`src/sv/ccca_pkg.sv`:
```
// Package for the calendar clock advance block: widths, constants, codes
// and the month length lookup. No dependencies.
`default_nettype none

package ccca_pkg;

    // Field widths
    localparam int ADD_DAYS_W    = 10;
    localparam int ADD_HOURS_W   = 10;
    localparam int ADD_MINUTES_W = 16;
    localparam int MINUTE_W      = 6;
    localparam int HOUR_W        = 5;
    localparam int DAY_W         = 5;
    localparam int MONTH_W       = 4;
    localparam int YEAR_OUT_W    = 16;
    localparam int WEEKDAY_W     = 5;

    // Configuration registers
    localparam int MONTH_LEN_W     = 5;
    localparam int TABLE_ENTRIES   = 12;
    localparam int MONTH_TABLE_W   = MONTH_LEN_W * TABLE_ENTRIES;
    localparam int MONTH_COUNT_W   = 4;
    localparam int WEEK_LEN_W      = 5;
    localparam int CFG_DATA_W      = MONTH_TABLE_W;
    localparam int CFG_IDX_W       = 2;

    localparam logic [MONTH_TABLE_W-1:0] MONTH_TABLE_RST = 60'd1151794505154789279;
    localparam logic [MONTH_COUNT_W-1:0] MONTH_COUNT_RST = 4'd12;
    localparam logic [WEEK_LEN_W-1:0]    WEEK_LEN_RST    = 5'd7;

    typedef enum logic [CFG_IDX_W-1:0] {
        CFG_MONTH_LENGTHS = 2'd0,
        CFG_MONTH_COUNT   = 2'd1,
        CFG_WEEK_LENGTH   = 2'd2
    } cfg_idx_t;

    // Months actually backed by the table
    localparam int MAX_MONTHS = 12;

    localparam int YEAR_BITS_DEF = 16;

    // Time constants
    localparam int MIN_PER_HOUR = 60;
    localparam int HOUR_PER_DAY = 24;

    // Shared compare/subtract unit and divider sequencing
    localparam int UNIT_A_W     = 11;
    localparam int UNIT_B_W     = 6;
    localparam int DIV_W        = 17;
    localparam int DIV_STEPS    = DIV_W;
    localparam int STEP_CNT_W   = $clog2(DIV_STEPS + 1);

    // Reset values of the time state
    localparam logic [MINUTE_W-1:0] MINUTE_RST = 6'd0;
    localparam logic [HOUR_W-1:0]   HOUR_RST   = 5'd12;
    localparam logic [DAY_W-1:0]    DAY_M1_RST = 5'd0;
    localparam logic [MONTH_W-1:0]  MONTH_RST  = 4'd0;

    // Length of month idx; out-of-table months and zero entries read one day.
    function automatic logic [MONTH_LEN_W-1:0] month_len(
        input logic [MONTH_TABLE_W-1:0] tbl,
        input logic [MONTH_W-1:0]       idx
    );
        logic [MONTH_LEN_W-1:0] len;
        len = '0;
        if (int'(idx) < MAX_MONTHS && int'(idx) < TABLE_ENTRIES)
        begin
            len = tbl[idx * MONTH_LEN_W +: MONTH_LEN_W];
        end
        if (len == '0)
        begin
            len = MONTH_LEN_W'(1);
        end
        return len;
    endfunction

    // Months in use, clamped to 1..MAX_MONTHS
    function automatic logic [MONTH_COUNT_W-1:0] eff_month_count(
        input logic [MONTH_COUNT_W-1:0] cnt
    );
        logic [MONTH_COUNT_W-1:0] r;
        r = cnt;
        if (cnt == '0)
        begin
            r = MONTH_COUNT_W'(1);
        end
        else if (int'(cnt) > MAX_MONTHS)
        begin
            r = MONTH_COUNT_W'(MAX_MONTHS);
        end
        return r;
    endfunction

endpackage

`default_nettype wire

```
`src/sv/ccca_if.sv`:
```
// Valid/ready channel interfaces for input and result beats.
// Depends on ccca_pkg.
`default_nettype none

interface ccca_in_if;
    import ccca_pkg::*;

    logic                     valid;
    logic                     ready;
    logic [ADD_DAYS_W-1:0]    add_days;
    logic [ADD_HOURS_W-1:0]   add_hours;
    logic [ADD_MINUTES_W-1:0] add_minutes;

    modport source (output valid, output add_days, output add_hours, output add_minutes,
                    input ready);
    modport sink   (input valid, input add_days, input add_hours, input add_minutes,
                    output ready);
endinterface

interface ccca_out_if;
    import ccca_pkg::*;

    logic                  valid;
    logic                  ready;
    logic [MINUTE_W-1:0]   minute_now;
    logic [HOUR_W-1:0]     hour_now;
    logic [DAY_W-1:0]      day_now;
    logic [MONTH_W-1:0]    month_now;
    logic [YEAR_OUT_W-1:0] year_now;
    logic [WEEKDAY_W-1:0]  weekday_now;

    modport source (output valid, output minute_now, output hour_now, output day_now,
                    output month_now, output year_now, output weekday_now,
                    input ready);
    modport sink   (input valid, input minute_now, input hour_now, input day_now,
                    input month_now, input year_now, input weekday_now,
                    output ready);
endinterface

`default_nettype wire

```
`src/sv/ccca_cmpsub.sv`:
```
// Shared compare-and-subtract unit: a >= b and a - b.
// Depends on ccca_pkg.
`default_nettype none

module ccca_cmpsub (
    input  logic [ccca_pkg::UNIT_A_W-1:0] a,
    input  logic [ccca_pkg::UNIT_B_W-1:0] b,
    output logic                          ge,
    output logic [ccca_pkg::UNIT_A_W-1:0] diff
);
    import ccca_pkg::*;

    logic [UNIT_A_W:0] d_ext;

    assign d_ext = {1'b0, a} - {1'b0, UNIT_A_W'(b)};
    assign ge    = ~d_ext[UNIT_A_W];
    assign diff  = d_ext[UNIT_A_W-1:0];

endmodule

`default_nettype wire

```
`src/sv/custom_calendar_clock_advance.sv`:
```
// Top level of the calendar clock advance block: sequencer, time state,
// configuration registers and result register. Depends on ccca_pkg,
// ccca_if and ccca_cmpsub.
`default_nettype none

// Calendar counter. Each input beat adds days, hours and minutes to the
// stored time and yields one result beat with the normalized minute, hour,
// day of month (from one), month index, year and weekday (day-1 mod week).
// The minute sum is split into hours and minutes by a reciprocal multiply,
// then the hour sum into days and hours the same way. One compare/subtract
// unit does the rest under a small sequencer: each month carry is one step,
// then the weekday remainder comes from restoring division. The input is
// not ready while an item is in work. The result sits in an output
// register, so a new beat is taken while it waits, but the next result
// cannot land until that one is taken; a stall on the result side then
// holds the sequencer in its hand-off state. Configuration writes (month
// table, months per year, week length) are taken at any time but are
// meant to come only while the block is idle. No clearing pass after
// reset.

module custom_calendar_clock_advance #(
    parameter int YEAR_BITS = ccca_pkg::YEAR_BITS_DEF
) (
    input  logic                            clk,
    input  logic                            rst_n,
    input  logic                            cfg_we,
    input  logic [ccca_pkg::CFG_IDX_W-1:0]  cfg_index,
    input  logic [ccca_pkg::CFG_DATA_W-1:0] cfg_wdata,
    ccca_in_if.sink                         in_ch,
    ccca_out_if.source                      out_ch
);
    import ccca_pkg::*;

    // Reciprocals: n/60 = ((n>>2) * ceil(2^19/15)) >> 19 for n < 2^17,
    // n/24 = ((n>>3) * ceil(2^10/3)) >> 10 for n < 2^12.
    localparam int MIN_RECIP        = 34953;
    localparam int MIN_RECIP_SHIFT  = 19;
    localparam int HOUR_RECIP       = 342;
    localparam int HOUR_RECIP_SHIFT = 10;
    localparam int PROD_W           = 32;

    // Sequencer states
    typedef enum logic [7:0] {
        ST_IDLE  = 8'b0000_0001,
        ST_DIVM  = 8'b0000_0010,  // minutes / 60
        ST_HSUM  = 8'b0000_0100,  // hours + minute carry
        ST_DIVH  = 8'b0000_1000,  // hours / 24
        ST_DSUM  = 8'b0001_0000,  // day-1 + days + hour carry
        ST_MONTH = 8'b0010_0000,  // one month carry per cycle
        ST_WDIV  = 8'b0100_0000,  // (day-1) mod week
        ST_OUT   = 8'b1000_0000   // hand result to output register
    } state_t;

    state_t state_reg, state_next;

    // Configuration
    logic [MONTH_TABLE_W-1:0] month_tbl_reg;
    logic [MONTH_COUNT_W-1:0] month_cnt_reg;
    logic [WEEK_LEN_W-1:0]    week_len_reg;

    // Time state; day is kept as day minus one
    logic [MINUTE_W-1:0]  minute_reg, minute_next;
    logic [HOUR_W-1:0]    hour_reg, hour_next;
    logic [DAY_W-1:0]     day_m1_reg, day_m1_next;
    logic [MONTH_W-1:0]   month_reg, month_next;
    logic [YEAR_BITS-1:0] year_reg, year_next;

    // Work registers
    logic [DIV_W-1:0]      work_reg, work_next;     // sums / quotient / day-1
    logic [UNIT_A_W-1:0]   rem_reg, rem_next;
    logic [STEP_CNT_W-1:0] cnt_reg, cnt_next;
    logic [ADD_DAYS_W-1:0]  add_days_reg;
    logic [ADD_HOURS_W-1:0] add_hours_reg;

    // Result register
    logic                  out_valid_reg;
    logic [MINUTE_W-1:0]   out_minute_reg;
    logic [HOUR_W-1:0]     out_hour_reg;
    logic [DAY_W-1:0]      out_day_reg;
    logic [MONTH_W-1:0]    out_month_reg;
    logic [YEAR_OUT_W-1:0] out_year_reg;
    logic [WEEKDAY_W-1:0]  out_weekday_reg;

    logic in_fire, out_fire, out_load;

    // Shared unit
    logic [UNIT_A_W-1:0] unit_a, unit_diff;
    logic [UNIT_B_W-1:0] unit_b;
    logic                unit_ge;

    // Constant dividers for minutes and hours
    logic [PROD_W-1:0] min_prod, hour_prod;
    logic [DIV_W-1:0]  min_quot, min_rem, hour_quot, hour_rem;

    logic [MONTH_LEN_W-1:0]   cur_len;
    logic [MONTH_COUNT_W-1:0] cur_count;
    logic [WEEK_LEN_W-1:0]    cur_week;
    logic [MONTH_W-1:0]       month_inc;

    assign in_fire  = in_ch.valid && in_ch.ready;
    assign out_fire = out_ch.valid && out_ch.ready;
    assign out_load = (state_reg == ST_OUT) && (!out_valid_reg || out_ch.ready);

    assign in_ch.ready = (state_reg == ST_IDLE);

    assign cur_len   = month_len(month_tbl_reg, month_reg);
    assign cur_count = eff_month_count(month_cnt_reg);
    assign cur_week  = (week_len_reg == '0) ? WEEK_LEN_W'(1) : week_len_reg;
    assign month_inc = month_reg + MONTH_W'(1);

    // Minute sum is at most 59 + 65535, hour sum at most 23 + 1023 + 1093
    assign min_prod  = PROD_W'(work_reg[DIV_W-1:2]) * PROD_W'(MIN_RECIP);
    assign min_quot  = DIV_W'(min_prod >> MIN_RECIP_SHIFT);
    assign min_rem   = work_reg - min_quot * DIV_W'(MIN_PER_HOUR);
    assign hour_prod = PROD_W'(work_reg[DIV_W-1:3]) * PROD_W'(HOUR_RECIP);
    assign hour_quot = DIV_W'(hour_prod >> HOUR_RECIP_SHIFT);
    assign hour_rem  = work_reg - hour_quot * DIV_W'(HOUR_PER_DAY);

    // Month loop compares day-1 against the length directly; division steps
    // shift the next dividend bit into the partial remainder.
    always_comb
    begin
        unit_a = {rem_reg[UNIT_A_W-2:0], work_reg[DIV_W-1]};
        unit_b = UNIT_B_W'(MIN_PER_HOUR);
        unique case (state_reg)
            ST_WDIV:  unit_b = UNIT_B_W'(cur_week);
            ST_MONTH:
            begin
                unit_a = work_reg[UNIT_A_W-1:0];
                unit_b = UNIT_B_W'(cur_len);
            end
            default:  unit_b = UNIT_B_W'(MIN_PER_HOUR);
        endcase
    end

    ccca_cmpsub u_cmpsub (
        .a    (unit_a),
        .b    (unit_b),
        .ge   (unit_ge),
        .diff (unit_diff)
    );

    // Sequencer
    always_comb
    begin
        state_next  = state_reg;
        work_next   = work_reg;
        rem_next    = rem_reg;
        cnt_next    = cnt_reg;
        minute_next = minute_reg;
        hour_next   = hour_reg;
        day_m1_next = day_m1_reg;
        month_next  = month_reg;
        year_next   = year_reg;

        unique case (state_reg)
            ST_IDLE:
            begin
                if (in_fire)
                begin
                    work_next  = DIV_W'(minute_reg) + DIV_W'(in_ch.add_minutes);
                    state_next = ST_DIVM;
                end
            end
            ST_DIVM:
            begin
                minute_next = min_rem[MINUTE_W-1:0];
                work_next   = min_quot;
                state_next  = ST_HSUM;
            end
            ST_HSUM:
            begin
                work_next  = DIV_W'(hour_reg) + DIV_W'(add_hours_reg) + work_reg;
                state_next = ST_DIVH;
            end
            ST_DIVH:
            begin
                hour_next  = hour_rem[HOUR_W-1:0];
                work_next  = hour_quot;
                state_next = ST_DSUM;
            end
            ST_DSUM:
            begin
                work_next  = DIV_W'(day_m1_reg) + DIV_W'(add_days_reg) + work_reg;
                state_next = ST_MONTH;
            end
            ST_MONTH:
            begin
                if (unit_ge)
                begin
                    // day beyond this month: carry one month
                    work_next = DIV_W'(unit_diff);
                    if (MONTH_COUNT_W'(month_inc) >= cur_count)
                    begin
                        month_next = '0;
                        year_next  = year_reg + YEAR_BITS'(1);
                    end
                    else
                    begin
                        month_next = month_inc;
                    end
                end
                else
                begin
                    day_m1_next = work_reg[DAY_W-1:0];
                    rem_next    = '0;
                    cnt_next    = STEP_CNT_W'(DIV_STEPS);
                    state_next  = ST_WDIV;
                end
            end
            ST_WDIV:
            begin
                rem_next  = unit_ge ? unit_diff : unit_a;
                work_next = {work_reg[DIV_W-2:0], unit_ge};
                cnt_next  = cnt_reg - STEP_CNT_W'(1);
                if (cnt_reg == STEP_CNT_W'(1))
                begin
                    state_next = ST_OUT;
                end
            end
            ST_OUT:
            begin
                if (out_load)
                begin
                    state_next = ST_IDLE;
                end
            end
            default:
            begin
                state_next = ST_IDLE;
            end
        endcase
    end

    always_ff @(posedge clk or negedge rst_n)
    begin
        if (!rst_n)
        begin
            state_reg     <= ST_IDLE;
            minute_reg    <= MINUTE_RST;
            hour_reg      <= HOUR_RST;
            day_m1_reg    <= DAY_M1_RST;
            month_reg     <= MONTH_RST;
            year_reg      <= '0;
            cnt_reg       <= '0;
            out_valid_reg <= 1'b0;
            month_tbl_reg <= MONTH_TABLE_RST;
            month_cnt_reg <= MONTH_COUNT_RST;
            week_len_reg  <= WEEK_LEN_RST;
        end
        else
        begin
            state_reg  <= state_next;
            minute_reg <= minute_next;
            hour_reg   <= hour_next;
            day_m1_reg <= day_m1_next;
            month_reg  <= month_next;
            year_reg   <= year_next;
            cnt_reg    <= cnt_next;

            if (out_load)
            begin
                out_valid_reg <= 1'b1;
            end
            else if (out_fire)
            begin
                out_valid_reg <= 1'b0;
            end

            if (cfg_we)
            begin
                unique case (cfg_idx_t'(cfg_index))
                    CFG_MONTH_LENGTHS: month_tbl_reg <= cfg_wdata[MONTH_TABLE_W-1:0];
                    CFG_MONTH_COUNT:   month_cnt_reg <= cfg_wdata[MONTH_COUNT_W-1:0];
                    CFG_WEEK_LENGTH:   week_len_reg  <= cfg_wdata[WEEK_LEN_W-1:0];
                    default:           ;
                endcase
            end
        end
    end

    // Payload registers
    always_ff @(posedge clk)
    begin
        work_reg <= work_next;
        rem_reg  <= rem_next;
        if (in_fire)
        begin
            add_days_reg  <= in_ch.add_days;
            add_hours_reg <= in_ch.add_hours;
        end
        if (out_load)
        begin
            out_minute_reg  <= minute_reg;
            out_hour_reg    <= hour_reg;
            out_day_reg     <= day_m1_reg + DAY_W'(1);
            out_month_reg   <= month_reg;
            out_year_reg    <= YEAR_OUT_W'(year_reg);
            out_weekday_reg <= rem_reg[WEEKDAY_W-1:0];
        end
    end

    assign out_ch.valid       = out_valid_reg;
    assign out_ch.minute_now  = out_minute_reg;
    assign out_ch.hour_now    = out_hour_reg;
    assign out_ch.day_now     = out_day_reg;
    assign out_ch.month_now   = out_month_reg;
    assign out_ch.year_now    = out_year_reg;
    assign out_ch.weekday_now = out_weekday_reg;

endmodule

`default_nettype wire

```
`src/flat_wrapper.sv`:
```
// flat-port wrapper written by rule: the top's interface ports become plain ports
module custom_calendar_clock_advance_flat import ccca_pkg::*;
#(
    parameter int YEAR_BITS = ccca_pkg::YEAR_BITS_DEF
)
  (clk, rst_n, cfg_we, cfg_index, cfg_wdata, in_ch_valid, in_ch_add_days, in_ch_add_hours, in_ch_add_minutes, in_ch_ready, out_ch_valid, out_ch_minute_now, out_ch_hour_now, out_ch_day_now, out_ch_month_now, out_ch_year_now, out_ch_weekday_now, out_ch_ready);
  ccca_in_if in_ch_i ();
  ccca_out_if out_ch_i ();
  input  logic clk;
  input  logic rst_n;
  input  logic cfg_we;
  input  logic [ccca_pkg::CFG_IDX_W-1:0] cfg_index;
  input  logic [ccca_pkg::CFG_DATA_W-1:0] cfg_wdata;
  input wire logic [$bits(in_ch_i.valid)-1:0] in_ch_valid;
  input wire logic [$bits(in_ch_i.add_days)-1:0] in_ch_add_days;
  input wire logic [$bits(in_ch_i.add_hours)-1:0] in_ch_add_hours;
  input wire logic [$bits(in_ch_i.add_minutes)-1:0] in_ch_add_minutes;
  output wire logic [$bits(in_ch_i.ready)-1:0] in_ch_ready;
  output wire logic [$bits(out_ch_i.valid)-1:0] out_ch_valid;
  output wire logic [$bits(out_ch_i.minute_now)-1:0] out_ch_minute_now;
  output wire logic [$bits(out_ch_i.hour_now)-1:0] out_ch_hour_now;
  output wire logic [$bits(out_ch_i.day_now)-1:0] out_ch_day_now;
  output wire logic [$bits(out_ch_i.month_now)-1:0] out_ch_month_now;
  output wire logic [$bits(out_ch_i.year_now)-1:0] out_ch_year_now;
  output wire logic [$bits(out_ch_i.weekday_now)-1:0] out_ch_weekday_now;
  input wire logic [$bits(out_ch_i.ready)-1:0] out_ch_ready;
  assign in_ch_i.valid = in_ch_valid;
  assign in_ch_i.add_days = in_ch_add_days;
  assign in_ch_i.add_hours = in_ch_add_hours;
  assign in_ch_i.add_minutes = in_ch_add_minutes;
  assign in_ch_ready = in_ch_i.ready;
  assign out_ch_valid = out_ch_i.valid;
  assign out_ch_minute_now = out_ch_i.minute_now;
  assign out_ch_hour_now = out_ch_i.hour_now;
  assign out_ch_day_now = out_ch_i.day_now;
  assign out_ch_month_now = out_ch_i.month_now;
  assign out_ch_year_now = out_ch_i.year_now;
  assign out_ch_weekday_now = out_ch_i.weekday_now;
  assign out_ch_i.ready = out_ch_ready;
  custom_calendar_clock_advance #(.YEAR_BITS(YEAR_BITS)) u_core (.clk(clk), .rst_n(rst_n), .cfg_we(cfg_we), .cfg_index(cfg_index), .cfg_wdata(cfg_wdata), .in_ch(in_ch_i), .out_ch(out_ch_i));
endmodule
```
`config.mk`:
```
export PLATFORM = sky130hd
export DESIGN_NAME = custom_calendar_clock_advance_flat
export DESIGN_NICKNAME = d
export VERILOG_FILES = /design/src/sv/ccca_pkg.sv /design/src/sv/ccca_if.sv /design/src/sv/ccca_cmpsub.sv /design/src/sv/custom_calendar_clock_advance.sv /design/src/flat_wrapper.sv
export SDC_FILE = /design/constraint.sdc
export NUM_CORES = 1
export LEC_CHECK = 0
export ABC_CLOCK_PERIOD_IN_PS = 6300
export BUFFER_PORTS_ARGS = -buffer_cell sky130_fd_sc_hd__buf_2
export CAP_MARGIN = 20
export CORE_ASPECT_RATIO = 1.5
export CORE_MARGIN = 2
export CORE_UTILIZATION = 56
export CTS_BUF_LIST = sky130_fd_sc_hd__clkbuf_4 sky130_fd_sc_hd__clkbuf_8
export DETAILED_ROUTE_END_ITERATION = 12
export PLACE_DENSITY = 0.79
export SLEW_MARGIN = 20
export SYNTH_ARGS = -nofsm -noshare
export SYNTH_HDL_FRONTEND = slang
export SYNTH_SLANG_ARGS = --single-unit
```
`constraint.sdc`:
```
create_clock -name clk -period 6.3 [get_ports clk]
set_input_delay 0.63 -clock clk [delete_from_list [all_inputs] [get_ports clk]]
set_output_delay 0.63 -clock clk [all_outputs]
set_load 0.05 [all_outputs]
```
==> Word-level counts from Yosys, hierarchy flattened <==
Index checks and enable logic that the tools add are counted.
W data, S select, Z words.
{ "totals": {"romBits": 0, "latchBits": 0, "ff_bits": 207, "ramBits": 0, "mem_count": 0, "wordCells": 103, "out_inout_bits": 43} }
{ "op_classes": {"magnitude_cmp": 3, "shift": 1, "reduce_logical": 21, "n_mux": 23, "eq_ne": 16, "mul": 5, "bitwise_logic": 1, "n_addsub": 12, "div_mod_pow": 0} }
{ "ops": {"columns": ["operator", "count"], "rows": [
  ["$pmux W17 S7", 1],
  ["$pmux W8 S8", 1],
  ["$shiftx A60 B8 Y5", 1],
  ["$add A11 B17 Y17", 2],
  ["$mux W17", 2],
  ["$mux W8", 4],
  ["$mul A15 B16 Y31 const B", 1],
  ["$add A5 B10 Y11", 2],
  ["$mul A14 B8 Y22 const B", 1],
  ["$mux W10", 2],
  ["$mux W5", 4],
  ["$pmux W10 S2", 1],
  ["$add A6 B16 Y17", 1],
  ["$add A16 B1 Y16 const B", 1],
  ["$mul A13 B2 Y2 const B", 1],
  ["$mul A12 B4 Y4 const B", 1],
  ["$mux W4", 3],
  ["$pmux W6 S2", 1],
  ["$reduce_and A2 Y1", 6],
  ["$sub A11 B6 Y12", 1],
  ["$mux W11", 1],
  ["$logic_not A5 Y1", 2],
  ["$pmux W5 S2", 1],
  ["$eq A8 B1 Y1 const B", 1],
  ["32 further kinds", 40]
]} }

==> Depth between registers and ports, before layout <==
Gate-level depths: netlist of the first run.
{ "depth": {"depth_word": 9, "ltp_mapped": 23, "ltp_nobuf": 23} }

==> Hierarchy <==
From an unflattened synthesis of the first run, not the netlist that was laid out.
{ "hier_totals": {"hier_cells": 1411, "area_unflattened_um2": 15703.8} }
{ "modules_own_cells": {"columns": ["module", "area_each_um2", "cells_each", "n_inst"], "rows": [
  ["custom_calendar_clock_advance", 15328.5, 1359, 1],
  ["ccca_cmpsub", 375.4, 52, 1]
]} }

==> Worst setup path before layout of the first run <==
Ideal clock, no wire load.
{ "synth_timing": {"kind": "register -> register", "start": "reg u_core.work_reg[13]", "end": "reg u_core.minute_reg[5]", "required_ps": 6166, "slack_ps": 441, "period_less_slack_ps": 5859, "path_stages_with_launch": 24, "arrival_time_ps": 5725, "cell_sequence": "edfxtp_1 > ha_1 > fa_1 > inv_1 > fa_1 > inv_1 > fa_1 > ha_1 > ha_1 > nand2_1 > nor3_1 > a221oi_1 > o21ai_0 > a21oi_1 > xnor2_1 > ha_1 > ha_1 > ha_1 > inv_1 > ha_1 > a21oi_1 > xnor2_1 > xnor2_1 > o21ai_0"} }
{ "synth_via": {"elab_chain_len": 3} }
{ "synth_lines": {"columns": ["item", "line", "text"], "rows": [
  ["start, declared", "custom_calendar_clock_advance.sv:69", "logic [DIV_W-1:0] work_reg, work_next;"],
  ["start signal, assigned", "custom_calendar_clock_advance.sv:285", "work_reg <= work_next;"],
  ["$mul A15 B16 Y31", "custom_calendar_clock_advance.sv:112", "assign min_prod = PROD_W'(work_reg[DIV_W-1:2]) * PROD_W'(MIN_RECIP);"],
  ["$mul A12 B4 Y4", "custom_calendar_clock_advance.sv:114", "assign min_rem = work_reg - min_quot * DIV_W'(MIN_PER_HOUR);"],
  ["$sub A6 B6 Y6", "custom_calendar_clock_advance.sv:114", null],
  ["end signal, assigned", "custom_calendar_clock_advance.sv:254", "minute_reg <= minute_next;"],
  ["end, declared", "custom_calendar_clock_advance.sv:62", "logic [MINUTE_W-1:0] minute_reg, minute_next;"]
]} }
No other way between the ends.
A chain may end at the register's enable or synchronous reset.

==> Final worst setup path of the first run <==
Same ends and word-level chain as after synthesis.

==> results of run 1 <==
-- cells by family after synthesis --
group / after synthesis / synth area share
fa+ha+maj: 268 / 0.247
flops: 207 / 0.365
compound gates: 263 / 0.108
simple gates: 297 / 0.0963
buf+inv: 180 / 0.0440
xor+xnor: 94 / 0.0528
mux: 107 / 0.0868
-- through the flow --
step | area (sq um) | hold WS [ns]
finish | 17600 | 0.0895
detailed placement | 16900 | 0.455
floorplan | 15600 | 0.334
global placement | 16900 | 0.456
global route | 17600 | 0.114
CTS | 17600 | 0.0819
-- layer usage --
layer,part of all wire,track usage
met1,0.34,0.291
met3,0.064,0.0557
met5,0.0013,0
met4,0.069,0.186
met2,0.52,0.521
-- area by class of cell --
class	instances	area, sq um	share of cell area
multi-input combinational	1029	9250	0.525
sequential	207	5700	0.324
timing repair buffer	174	946	0.0537
clock buffer	51	608	0.0345
inverter	148	556	0.0315
tap	342	428	0.0243
clock inverter	11	125	0.00711
-- worst max path at each step --
stage / cells past startpoint / endpoint / slack [ns] / startpoint
global route: 23 / u_core.minute_reg[5] / -0.05 / u_core.work_reg[16]
detailed placement: 23 / u_core.minute_reg[5] / 0.14 / u_core.work_reg[13]
floorplan: 23 / u_core.minute_reg[5] / 0.44 / u_core.work_reg[13]
finish: 23 / u_core.minute_reg[5] / 0.33 / u_core.work_reg[13]
CTS: 23 / u_core.minute_reg[5] / 0.14 / u_core.work_reg[13]
global placement: 23 / u_core.minute_reg[5] / 0.30 / u_core.work_reg[13]
-- cell usage after synthesis (29+ instances only) --
master,number,share of area
a21oi_1,69,0.022
dfrtp_1,57,0.091
dfstp_2,62,0.10
edfxtp_1,88,0.17
fa_1,66,0.085
ha_1,202,0.16
inv_1,147,0.035
mux2_2,71,0.051
nand2_1,91,0.022
nand3_1,34,0.011
nor2_1,64,0.015
o21ai_0,64,0.021
xnor2_1,65,0.037
xor2_1,29,0.016
-- what timing repair did --
item | CTS | global route
hold endpoints to repair | 0 | 0
setup endpoints to repair | 0 | 1
resized for setup | 0 | 5
==> run_results.csv, run 1 <==
group,metric,value,unit
setup_path,crit_fanout,3,
floorplan,die_y,208,microns
final_layout,final_core_util,0.645,
synthesis,synth-async-reset-ratio,0.575,
setup_path,cp-start-kind,"flop",
routing,postRouteAntennaNets,0,
floorplan,std_cell_rows,74,
timing,tightest_slew,1.08,ns
synthesis,synth_area,15600,sq um
clocking,clk_pin_slew,0.08,ns
timing,max_clock_freq,167,MHz
setup_path,cp_slowest_cell,"fa_1",
synthesis,avgSynthCellArea,11.0,sq um
setup_path,worstReg2RegStart,"u_core.work_reg[13]",
clocking,cts_root_buf,"clkbuf_8",
timing,setup_ws,0.326,ns
clocking,post_cts_buffers,0,
routing,vias_per_cell,6.08,
routing,vias,11900,
clocking,cts_hold_buf,0,
global_route,grt_max_degree,76,
floorplan,die_w,140,microns
outcome,status,"completed",
timing,setup_violations,0,
clocking,cts_tree,"yes",
clocking,cts_buffers,34,
synthesis,ys.flop_type,"edfxtp_1",
timing,setup_tns,0,ns
setup_path,crit_type,"flop to flop",
setup_path,reg2reg_slack,0.33,ns
synthesis,synth.distinct_cells,68,
routing,wl_per_cell,20.9,microns
clocking,clkSinkCount,207,
floorplan,die_area,29200,sq um
routing,drc,0,
setup_path,worstPathCellList,"ha_1, fa_1, inv_1, fa_1, inv_1, fa_1, ha_1, ha_1, nand2_1, nor3_4, a221oi_1, o21ai_1, a21oi_1, xnor2_1, ha_1, ha_1, ha_1, inv_1, ha_1, a21oi_1, xnor2_1, xnor2_1, o21ai_0",
final_layout,layout_commonest_cell,"ha_1",
floorplan,start_util,0.571,
flow_run,max-cap-violations,0,
placed_design,numPlacedInstances,1900,
timing,period_needed,5.97,ns
placed_design,portBuffers,145,
clocking,clock_latency,0.56,ns
clocking,ctsHtreeMaxLevel,2,
routing,initialDrtViolationCount,752,
placed_design,hpwl,31700,microns
setup_path,arrival,6.38,ns
timing,skew,0.0334,ns
final_layout,final_cell_mix,"ha_1 (202), inv_1 (147), buf_2 (144)",
setup_path,cp_common_cell,"ha_1",
placed_design,dpl_worst_slack,0.140,ns
clocking,clockBufferDepth,3,
setup_path,cp_top_family,"adder cells",
placed_design,place.gp.congestion,0.985,
floorplan,io_pins,146,
synthesis,synth_edf_count,88,
timing,slew-limit-headroom,0.277,
setup_path,worstReg2RegEnd,"u_core.minute_reg[5]",
final_layout,drive_above_1_share,0.248,
timing,min_period_over_period,0.948,
setup_path,reg2reg_depth,23,
global_route,antenna_found_initial,4,
hold_path,hp-class,"input port to asynchronous set/reset pin",
synthesis,synth_nets,1787,
synthesis,synthCells,1416,
routing,dr.pass1.iters,5,
routing,finalWirelength,41000,microns
synthesis,ys_seq_elements,207,
final_layout,fillers,2130,
global_route,grt_pass1_wl,65100,microns
synthesis,ys_seq_area_frac,0.365,
setup_path,crit_required,6.70,ns
global_route,grt_pass1_vias,12900,
final_layout,nNetsFinal,1965,
global_route,grt_remaining_overflow,0,
floorplan,core,27300,sq um
global_route,track_usage,0.285,
final_layout,syn2layout_area_growth,12.9,%
timing,hold_viol_final,0,
setup_path,worstSetupEndpointType,"flop",
final_layout,largest_reg_flops,60,
synthesis,yosys_warnings,0,
final_layout,final_cells,1962,
timing,slew_viol_final,0,
setup_path,path_buf_inv,3,
final_layout,antennaDiodeCount,0,
setup_path,crit_path_max_incr_delay,0.51,ns
Power of run 1 is not shown: default switching activity piles up to over one toggle a cycle in this logic, so the estimate is an artifact.
==> inputs of run 2 (changes only) <==
- PLACE_DENSITY: 0.79 -> 0.76
==> run 2 against run 1 <==
  * Via count fell by 0.23%
  * Sequential cell count is the same
  * Cell count hardly changed
  * Die area did not move
  * First-iteration DRC count increased by 4.5%
  * Sequential share of layout area shrank 0.12 points
  * Register-to-register slack better by 0.03 ns
  * Largest cell class unchanged
==> run_results.csv, run 2 (synthesized netlist as in run 1, its figures left out) <==
group,metric,value,unit
outcome,status,"completed",
flow_run,max-cap-violations,0,
final_layout,syn2layout_area_growth,13.3,%
clocking,clockBufferDepth,3,
setup_path,path_buf_inv,4,
clocking,cts_tree,"yes",
routing,finalWirelength,41200,microns
timing,setup_tns,0,ns
global_route,use_met2,0.517,
setup_path,crit_fanout,3,
global_route,track_usage,0.287,
floorplan,io_pins,146,
floorplan,start_util,0.571,
timing,slew_viol_final,0,
routing,vias_per_cell,6.06,
final_layout,final_core_util,0.647,
setup_path,crit_path_max_incr_delay,0.50,ns
timing,tightest_slew,1.08,ns
final_layout,layout_commonest_cell,"ha_1",
final_layout,nNetsFinal,1966,
floorplan,std_cell_rows,74,
timing,period_needed,5.94,ns
timing,skew,0.0198,ns
final_layout,final_cells,1963,
placed_design,numPlacedInstances,1901,
placed_design,place.gp.congestion,0.972,
routing,drc,0,
timing,setup_violations,0,
setup_path,cp_slowest_cell,"fa_1",
setup_path,crit_required,6.70,ns
final_layout,final_cell_mix,"ha_1 (202), inv_1 (147), buf_2 (144)",
placed_design,hpwl,31900,microns
placed_design,portBuffers,145,
timing,max_clock_freq,168,MHz
clocking,clk_pin_slew,0.06,ns
setup_path,cp_top_family,"adder cells",
timing,min_period_over_period,0.943,
global_route,top_usage_layer,"met2",
floorplan,die_w,140,microns
global_route,met1_usage,0.305,
final_layout,largest_reg_flops,60,
setup_path,worstPathCellList,"ha_1, fa_1, inv_1, fa_1, inv_1, fa_1, ha_1, ha_1, and2_1, a221oi_1, o21ai_1, buf_4, a21oi_1, xnor2_1, ha_1, ha_1, ha_1, inv_1, ha_1, a21oi_1, xnor2_1, xnor2_1, o21ai_0",
routing,vias,11900,
global_route,grt_max_degree,80,
timing,whs,0.0718,ns
routing,postRouteAntennaNets,0,
routing,initialDrtViolationCount,786,
final_layout,drive_above_1_share,0.247,
setup_path,worstSetupEndpointType,"flop",
setup_path,cp_common_cell,"ha_1",
setup_path,cp-start-kind,"flop",
clocking,cts_root_buf,"clkbuf_8",
floorplan,core,27300,sq um
clocking,clock_latency,0.55,ns
routing,wl_per_cell,21.0,microns
global_route,antenna_found_initial,1,
setup_path,arrival,6.34,ns
global_route,grtUsageMet3,0.0423,
final_layout,antennaDiodeCount,0,
clocking,ctsHtreeMaxLevel,2,
floorplan,die_area,29200,sq um
global_route,grt_pass1_wl,65400,microns
hold_path,hp-class,"input port to asynchronous set/reset pin",
timing,hold_viol_final,0,
global_route,grt_remaining_overflow,0,
routing,dr.pass1.iters,6,
clocking,cts_buffers,34,
timing,rsz0062_at_grt,"false",
clocking,clkSinkCount,207,
global_route,grt_pass1_vias,12600,
setup_path,crit_type,"flop to flop",
timing,slew-limit-headroom,0.279,
floorplan,die_y,208,microns
run 2: changes by cell type in the layout (fill, tap and decap cells not counted), moves of 2 or more:
cell and change:
clkinvlp_4 +4, clkbuf_8 +4, inv_6 -2, clkinv_2 -2, bufinv_16 +2, clkbuf_4 -6
run 2: what timing repair did:
item	CTS	global route
resized for setup	0	3
setup buffers	0	0
hold buffers	0	0
endpoints found under the setup margin	0	1
hold endpoints to repair	0	0
run 2: final timing paths:
check,start,to,slack (ns),cells past startpoint
worst max-delay path,u_core.work_reg[13],u_core.minute_reg[5],0.36,23
worst min-delay path,rst_n,u_core.year_reg[4],0.07,1
worst max register to register,u_core.work_reg[13],u_core.minute_reg[5],0.36,23
worst min register to register,u_core.rem_reg[2],u_core.out_ch.weekday_now[2],0.48,0
max in group asynchronous,rst_n,u_core.state_reg[3],5.13,2
min in group clk,in_ch_add_days[6],u_core.add_days_reg[6],0.25,1
run 2: final cells by class:
class	count	area (sq um)
inverter	148	556
clock inverter	13	183
clock buffer	49	618
sequential	207	5700
tap	342	428
fill	2138	9640
multi-input combinational	1029	9230
timing repair buffer	175	957
run 2: per-layer routing:
metal / share of wire / vias to the layer above / wire length (microns)
met2: 0.52 / 462 / 21400
met5: 0 / - / 0
met3: 0.055 / 157 / 2260
met4: 0.079 / 0 / 3250
li1: - / 5448 / -
met1: 0.35 / 5832 / 14300
run 2: metrics by stage:
| step | instance area [sq um] | worst slack [ns] |
|---|---|---|
| final | 17700 | 0.358 |
| after global routing | 17700 | 0.0345 |
| after CTS | 17700 | 0.229 |
| after detailed placement | 16900 | 0.237 |
| after global placement | 16900 | 0.360 |
| after floorplan | 15600 | 0.441 |
Power of run 2 is left out for the same reason.
